<file path="config.mk">
export PLATFORM = sky130hd
export DESIGN_NAME = tsc_press
export DESIGN_NICKNAME = d
export VERILOG_FILES = /design/src/sv/tsc_pkg.sv /design/src/sv/tsc_press.sv
export SDC_FILE = /design/constraint.sdc
export NUM_CORES = 1
export LEC_CHECK = 0
export BUFFER_PORTS_ARGS = -buffer_cell sky130_fd_sc_hd__buf_4
export CORE_MARGIN = 4
export CORE_UTILIZATION = 64
export CTS_BUF_LIST = sky130_fd_sc_hd__clkbuf_8
export DETAILED_ROUTE_END_ITERATION = 7
export PLACE_DENSITY_LB_ADDON = 0.1
export SLEW_MARGIN = 20
export SYNTH_ARGS = -nofsm -noshare
export SYNTH_HDL_FRONTEND = slang
export SYNTH_SLANG_ARGS = --single-unit
</file>
<file path="constraint.sdc">
create_clock -name clk -period 5.1 [get_ports clk]
set_clock_uncertainty 0.15 [all_clocks]
set_input_delay 0.51 -clock clk [delete_from_list [all_inputs] [get_ports clk]]
set_output_delay 0.51 -clock clk [all_outputs]
set_load 0.01 [all_outputs]
</file>
<file path="src/sv/tsc_pkg.sv">
`timescale 1ns / 1ps
`default_nettype none

package tsc_pkg;

  // Scan frame geometry
  localparam int NUM_FRAMES  = 5;
  localparam int FRAME_BITS  = 15;
  localparam int FRAME_IDX_W = 3;
  localparam int BIT_IDX_W   = 4;

  // Field and register widths
  localparam int COORD_W    = 12;
  localparam int HALF_W     = 8;
  localparam int IVAL_W     = 20;
  localparam int CFG_DATA_W = 20;
  localparam int CFG_IDX_W  = 1;

  // Pressure datapath: diff * 400 * x stays below 2^33
  localparam int PROD_W     = 33;
  localparam int STEP_W     = 6;
  localparam int FRAC_BITS  = 12;
  localparam logic [PROD_W:0]      ROUND_BIAS = (PROD_W + 1)'(2047);
  localparam logic [COORD_W-1:0]   PRESS_MAX  = '1;

  // Register reset values
  localparam logic [HALF_W-1:0] HALF_RESET = 8'd4;
  localparam logic [IVAL_W-1:0] IVAL_RESET = 20'd10000;

  // Register indexes
  localparam logic [CFG_IDX_W-1:0] REG_HALF_PERIOD     = 1'b0;
  localparam logic [CFG_IDX_W-1:0] REG_SAMPLE_INTERVAL = 1'b1;

  // Request to the pressure unit
  typedef struct packed {
    logic               start;
    logic [COORD_W-1:0] diff;
    logic [COORD_W-1:0] x;
    logic [COORD_W-1:0] z1;
  } press_req_t;

  // Answer from the pressure unit
  typedef struct packed {
    logic               done;
    logic [COORD_W-1:0] pressure;
  } press_rsp_t;

  // Fixed command word sent in each frame, MSB first
  function automatic logic [FRAME_BITS-1:0] cmd_word(input logic [FRAME_IDX_W-1:0] frame);
    logic [FRAME_BITS-1:0] w;
    case (frame)
      3'd0:    w = 15'h6980;
      3'd1:    w = 15'h6800;
      3'd2:    w = 15'h4980;
      3'd3:    w = 15'h4800;
      default: w = 15'h0000;
    endcase
    return w;
  endfunction

  // 12-bit sample straddling two response words: low six bits of the first,
  // bits 15..10 of the second (bit 15 is never set in a 15-bit word)
  function automatic logic [COORD_W-1:0] conv12(input logic [FRAME_BITS-1:0] a,
                                                input logic [FRAME_BITS-1:0] b);
    return {a[5:0], 1'b0, b[14:10]};
  endfunction

endpackage

`default_nettype wire

</file>
<file path="src/sv/tsc_press.sv">
`timescale 1ns / 1ps
`default_nettype none

// Pressure = ((diff * 400 * x) / z1 + 2047) >> 12, saturated.
// Shift-add multiply over the bits of x, then restoring divide one
// quotient bit per cycle, then a rounding step.
module tsc_press import tsc_pkg::*; (
  input  logic       clk,
  input  logic       rst,
  input  press_req_t req,
  output press_rsp_t rsp
);

  typedef enum logic [1:0] {S_IDLE, S_MUL, S_DIV, S_ROUND} state_t;

  state_t              state;
  logic [STEP_W-1:0]   step;
  logic [PROD_W-1:0]   acc;
  logic [PROD_W-1:0]   mcand;
  logic [COORD_W-1:0]  mplier;
  logic [COORD_W-1:0]  divisor;
  logic [COORD_W-1:0]  rem;
  logic                done;
  logic [COORD_W-1:0]  pressure;

  logic [PROD_W-1:0]   scaled;
  logic [PROD_W-1:0]   prod_add;
  logic [COORD_W:0]    trial;
  logic [COORD_W:0]    trial_diff;
  logic                fits;
  logic [PROD_W:0]     rounded;
  logic [COORD_W-1:0]  press_sat;

  // diff * 400 as (diff << 8) + (diff << 7) + (diff << 4)
  assign scaled = (PROD_W'(req.diff) << 8) + (PROD_W'(req.diff) << 7)
                + (PROD_W'(req.diff) << 4);

  // One partial product per cycle
  assign prod_add = acc + (mplier[0] ? mcand : '0);

  // Restoring divide step
  assign trial      = {rem, acc[PROD_W-1]};
  assign fits       = trial >= {1'b0, divisor};
  assign trial_diff = trial - {1'b0, divisor};

  // Round and saturate the quotient
  assign rounded   = {1'b0, acc} + ROUND_BIAS;
  assign press_sat = (|rounded[PROD_W:FRAC_BITS+COORD_W]) ? PRESS_MAX
                   : rounded[FRAC_BITS+COORD_W-1:FRAC_BITS];

  always_ff @(posedge clk) begin
    if (rst) begin
      state <= S_IDLE;
      done  <= 1'b0;
      step  <= '0;
    end else begin
      done <= 1'b0;
      case (state)
        S_IDLE: begin
          if (req.start) begin
            mcand   <= scaled;
            mplier  <= req.x;
            divisor <= req.z1;
            acc     <= '0;
            rem     <= '0;
            step    <= '0;
            state   <= S_MUL;
          end
        end
        S_MUL: begin
          acc    <= prod_add;
          mcand  <= {mcand[PROD_W-2:0], 1'b0};
          mplier <= {1'b0, mplier[COORD_W-1:1]};
          if (step == STEP_W'(COORD_W - 1)) begin
            step  <= '0;
            state <= S_DIV;
          end else begin
            step <= step + 1'b1;
          end
        end
        S_DIV: begin
          rem <= fits ? trial_diff[COORD_W-1:0] : trial[COORD_W-1:0];
          acc <= {acc[PROD_W-2:0], fits};
          if (step == STEP_W'(PROD_W - 1)) begin
            step  <= '0;
            state <= S_ROUND;
          end else begin
            step <= step + 1'b1;
          end
        end
        S_ROUND: begin
          pressure <= press_sat;
          done     <= 1'b1;
          state    <= S_IDLE;
        end
        default: begin
          state <= S_IDLE;
        end
      endcase
    end
  end

  assign rsp.done     = done;
  assign rsp.pressure = pressure;

endmodule

`default_nettype wire

</file>
==> flow_summary_export.csv <==
group,metric,value,unit
cells_and_area,postLayoutCellArea,9390,sq um
floorplan,core,12800,sq um
clock_network,clockBufferDepth,2,
pwr,combPwrFrac,43.5,%
routing,ant_nets,0,
pwr,seqPwrFrac,34.8,%
floorplan,fp.dieW,123,um
sta,fmax,271,MHz
yosys,yosysSeqAreaShare,41.3,%
routing,wl,18800,um
routing,vias,6645,
routing,drtPass1Iterations,5,
routing,avgRoutedWirePerCell,17.4,um
routing,remaining_drc_errors,0,
sta,maxSlewHeadroom,35.5,%
grt,grt_pass1_vias,6385,
run,drv_cap,0,
pwr,p_int,2.72,mW
yosys,synth-async-reset-ratio,0,%
worst_setup_path,crit_path_top_delay_cell,"edfxtp_1",
floorplan,num_rows,41,
worst_setup_path,path_class,"register to register",
sta,setup_ws,1.40,ns
pwr,p_per_area,477,nW/um^2
sta,period_share,72.5,%
yosys,syn_area_per_cell,9.90,sq um
yosys,syn_nets,965,
clock_network,clockRootBuffer,"clkbuf_8",
sta,period_minus_slack,3.70,ns
cells_and_area,syn_to_final_growth,11.2,%
routing,drtIter0Drc,600,
floorplan,die_area,15100,sq um
grt,grt_pass1_wl,30700,um
worst_setup_path,slowest_delay,0.77,ns
clock_network,insertion_delay,0.46,ns
worst_setup_path,crit_path_max_fanout,29,
sta,setup_tns,0,ns
yosys,synth_area,8440,sq um
place,hpwl,13900,um
yosys,synth_edf_count,110,
run_status,status,"completed",
clock_network,postCtsHoldBufs,0,
place,placed_cell_area,8940,sq um
cells_and_area,fin_cells,1077,
worst_hold_path,min_path_type,"input pin to register",
grt,antenna_found_initial,0,
place,place_congestion,0.938,
worst_setup_path,worstPathCellList,"and2_1, ha_1, inv_1, fa_1, nand2b_1, a21oi_1, o21ai_0, a31oi_1, o21ai_0, mux2i_1, nand3_1",
place,dp.cells,1045,
routing,drt-vias-per-instance,6.17,
yosys,synth_cell_types,81,
clock_network,cts.htree.levels,4,
clock_network,cts_tree,"built",
pwr,p_clk_share,21.7,%
pwr,leakagePower,3.56,nW
cells_and_area,drive_gt1_share,14.3,%
worst_setup_path,worstPathRequired,5.15,ns
floorplan,pin_count,52,
worst_setup_path,r2r_cells,11,
sta,rsz0062_at_grt,"no",
clock_network,cts-resized-gates,0,
pwr,swShare,39.3,%
pwr,max-vdd-ir-drop,309,uV
sta,setup_viol,0,
clock_network,numCtsBuffers,17,
yosys,synthCells,853,
cells_and_area,antennaDiodeCount,0,
sta,slew_violations,0,
sta,hold_viol_final,0,
sta,holdWs,0.0771,ns
yosys,synthFlopType,"edfxtp_1",
pwr,switchingPower,1.76,mW
worst_setup_path,worstSetupStartpointType,"register",
grt,grt_usage,26.1,%
clock_network,cts_sinks,119,
grt,grt-ovfl-total,0,
yosys,ys_ff_latch,119,
grt,grt_max_degree,59,
worst_setup_path,crit_path_frequent_cell,"o21ai_0",
cells_and_area,fin_nets,1004,
clock_network,post_cts_buffers,0,
sta,worst_pin_slew,0.959,ns
floorplan,die_h,123,um
place,dp_slack,1.48,ns
clock_network,clk_pin_slew,0.07,ns
worst_hold_path,hold_path_depth,1,
place,port_buffers,51,
worst_setup_path,worstPathArrival,3.75,ns
yosys,yosysWarnings,0,
floorplan,initial_core_util,66.1,%
worst_setup_path,end_kind,"register",
==> per-layer routing <==
layer | track usage (%) | routed length (um) | vias to the layer above
met2 | 40.7 | 8530 | 222
met3 | 4.88 | 1280 | 30
met1 | 36.4 | 8610 | 3158
li1 | - | - | 3235
met5 | 0 | 0 | -
met4 | 9.52 | 352 | 0
==> metrics by stage <==
step | utilization, % | power (mW)
after floorplan | - | 3.01
after global placement | 70.0 | 3.40
after detailed placement | 70.0 | 3.48
after CTS | 73.5 | 4.46
after global routing | 73.5 | 4.77
final | 73.5 | 4.48
==> worst paths after layout <==
check | startpoint | endpoint | slack [ns]
min | req[1] | divisor[1] | 0.08
min reg2reg | step[1] | step[1] | 0.39
max reg2reg | mplier[0] | acc[30] | 1.40
max | mplier[0] | acc[30] | 1.40
==> power by group through the flow <==
stage	logic (mW)	clock network, mW	registers, mW
floorplan	1.51	0	1.50
global placement	1.84	0	1.56
detailed placement	1.91	0	1.57
CTS	1.92	0.982	1.55
global route	2.16	1.03	1.58
finish	1.95	0.973	1.56
==> layout by cell type (no fill, tap or decap), types with 17 or more instances in the layout <==
cell / netlist / routed
a21o_1: 17 / 17
a21oi_1: 63 / 62
and2_1: 42 / 42
buf_4: 3 / 56
clkbuf_8: 0 / 17
edfxtp_1: 110 / 110
ha_1: 62 / 61
inv_1: 41 / 42
nand2_1: 75 / 75
nand3_1: 25 / 25
nor2_1: 40 / 39
nor3_1: 18 / 18
o21ai_0: 56 / 56
xnor2_1: 18 / 18
xor2_1: 27 / 27
==> cell families (layout without fill, tap and decap cells) <==
group           count (synthesis)  count (layout)  share of synthesized area, %
compound gates                239             239                          18.3
xor+xnor                       45              45                          4.67
fa+ha+maj                      73              73                          11.8
buf+inv                        78             130                          3.72
flops                         119             119                          41.3
mux                            21              21                          2.71
simple gates                  278             278                          17.6
==> final cells by class <==
class / count / area (sq um)
clock buffer: 17 / 234
clock inverter: 15 / 210
fill: 907 / 3380
inverter: 42 / 158
multi-input combinational: 656 / 4670
sequential: 119 / 3480
tap: 172 / 215
timing repair buffer: 56 / 420
==> cells in the mapped netlist, drive strengths merged (4+ instances only) <==
master / number / area (sq um)
dfxtp: 9 / 180
a21o: 17 / 128
xnor2: 18 / 158
nor3: 18 / 90.1
fa: 11 / 220
mux2: 15 / 169
nor4: 9 / 90.1
a21oi: 65 / 333
a31oi: 9 / 56.3
nand2b: 13 / 81.3
mux2i: 6 / 60.1
a211oi: 13 / 97.6
a22oi: 9 / 67.6
o211ai: 8 / 60.1
o22ai: 4 / 25.0
nor2: 41 / 156
xor2: 27 / 236
and3: 6 / 42.5
o21ai: 62 / 318
nand3: 25 / 125
a21boi: 6 / 48.8
and2: 42 / 263
nand4: 11 / 68.8
o21a: 7 / 52.6
buf: 9 / 53.8
and4: 4 / 37.5
nor2b: 19 / 126
o2111ai: 4 / 35.0
clkbuf: 27 / 103
edfxtp: 110 / 3300
o31ai: 6 / 50.1
ha: 62 / 776
inv: 41 / 154
nand2: 77 / 294
==> state kept, by name (all words and copies together) (netlist names) <==
name      count
acc          33
divisor      12
done          1
mcand        29
mplier       12
pressure     12
rem          12
state         2
step          6
==> worst max-delay path: cells and delay by family (launching register included) <==
family	cells	cell delay, ns
adders and majority gates	2	0.58
and+or+nand+nor	3	0.52
buffers and inverters	1	0.07
muxes	1	0.20
AOI/OAI and AO/OA	4	1.16
DFF	1	0.77
Note: power is estimated with default switching activity, not from simulation.
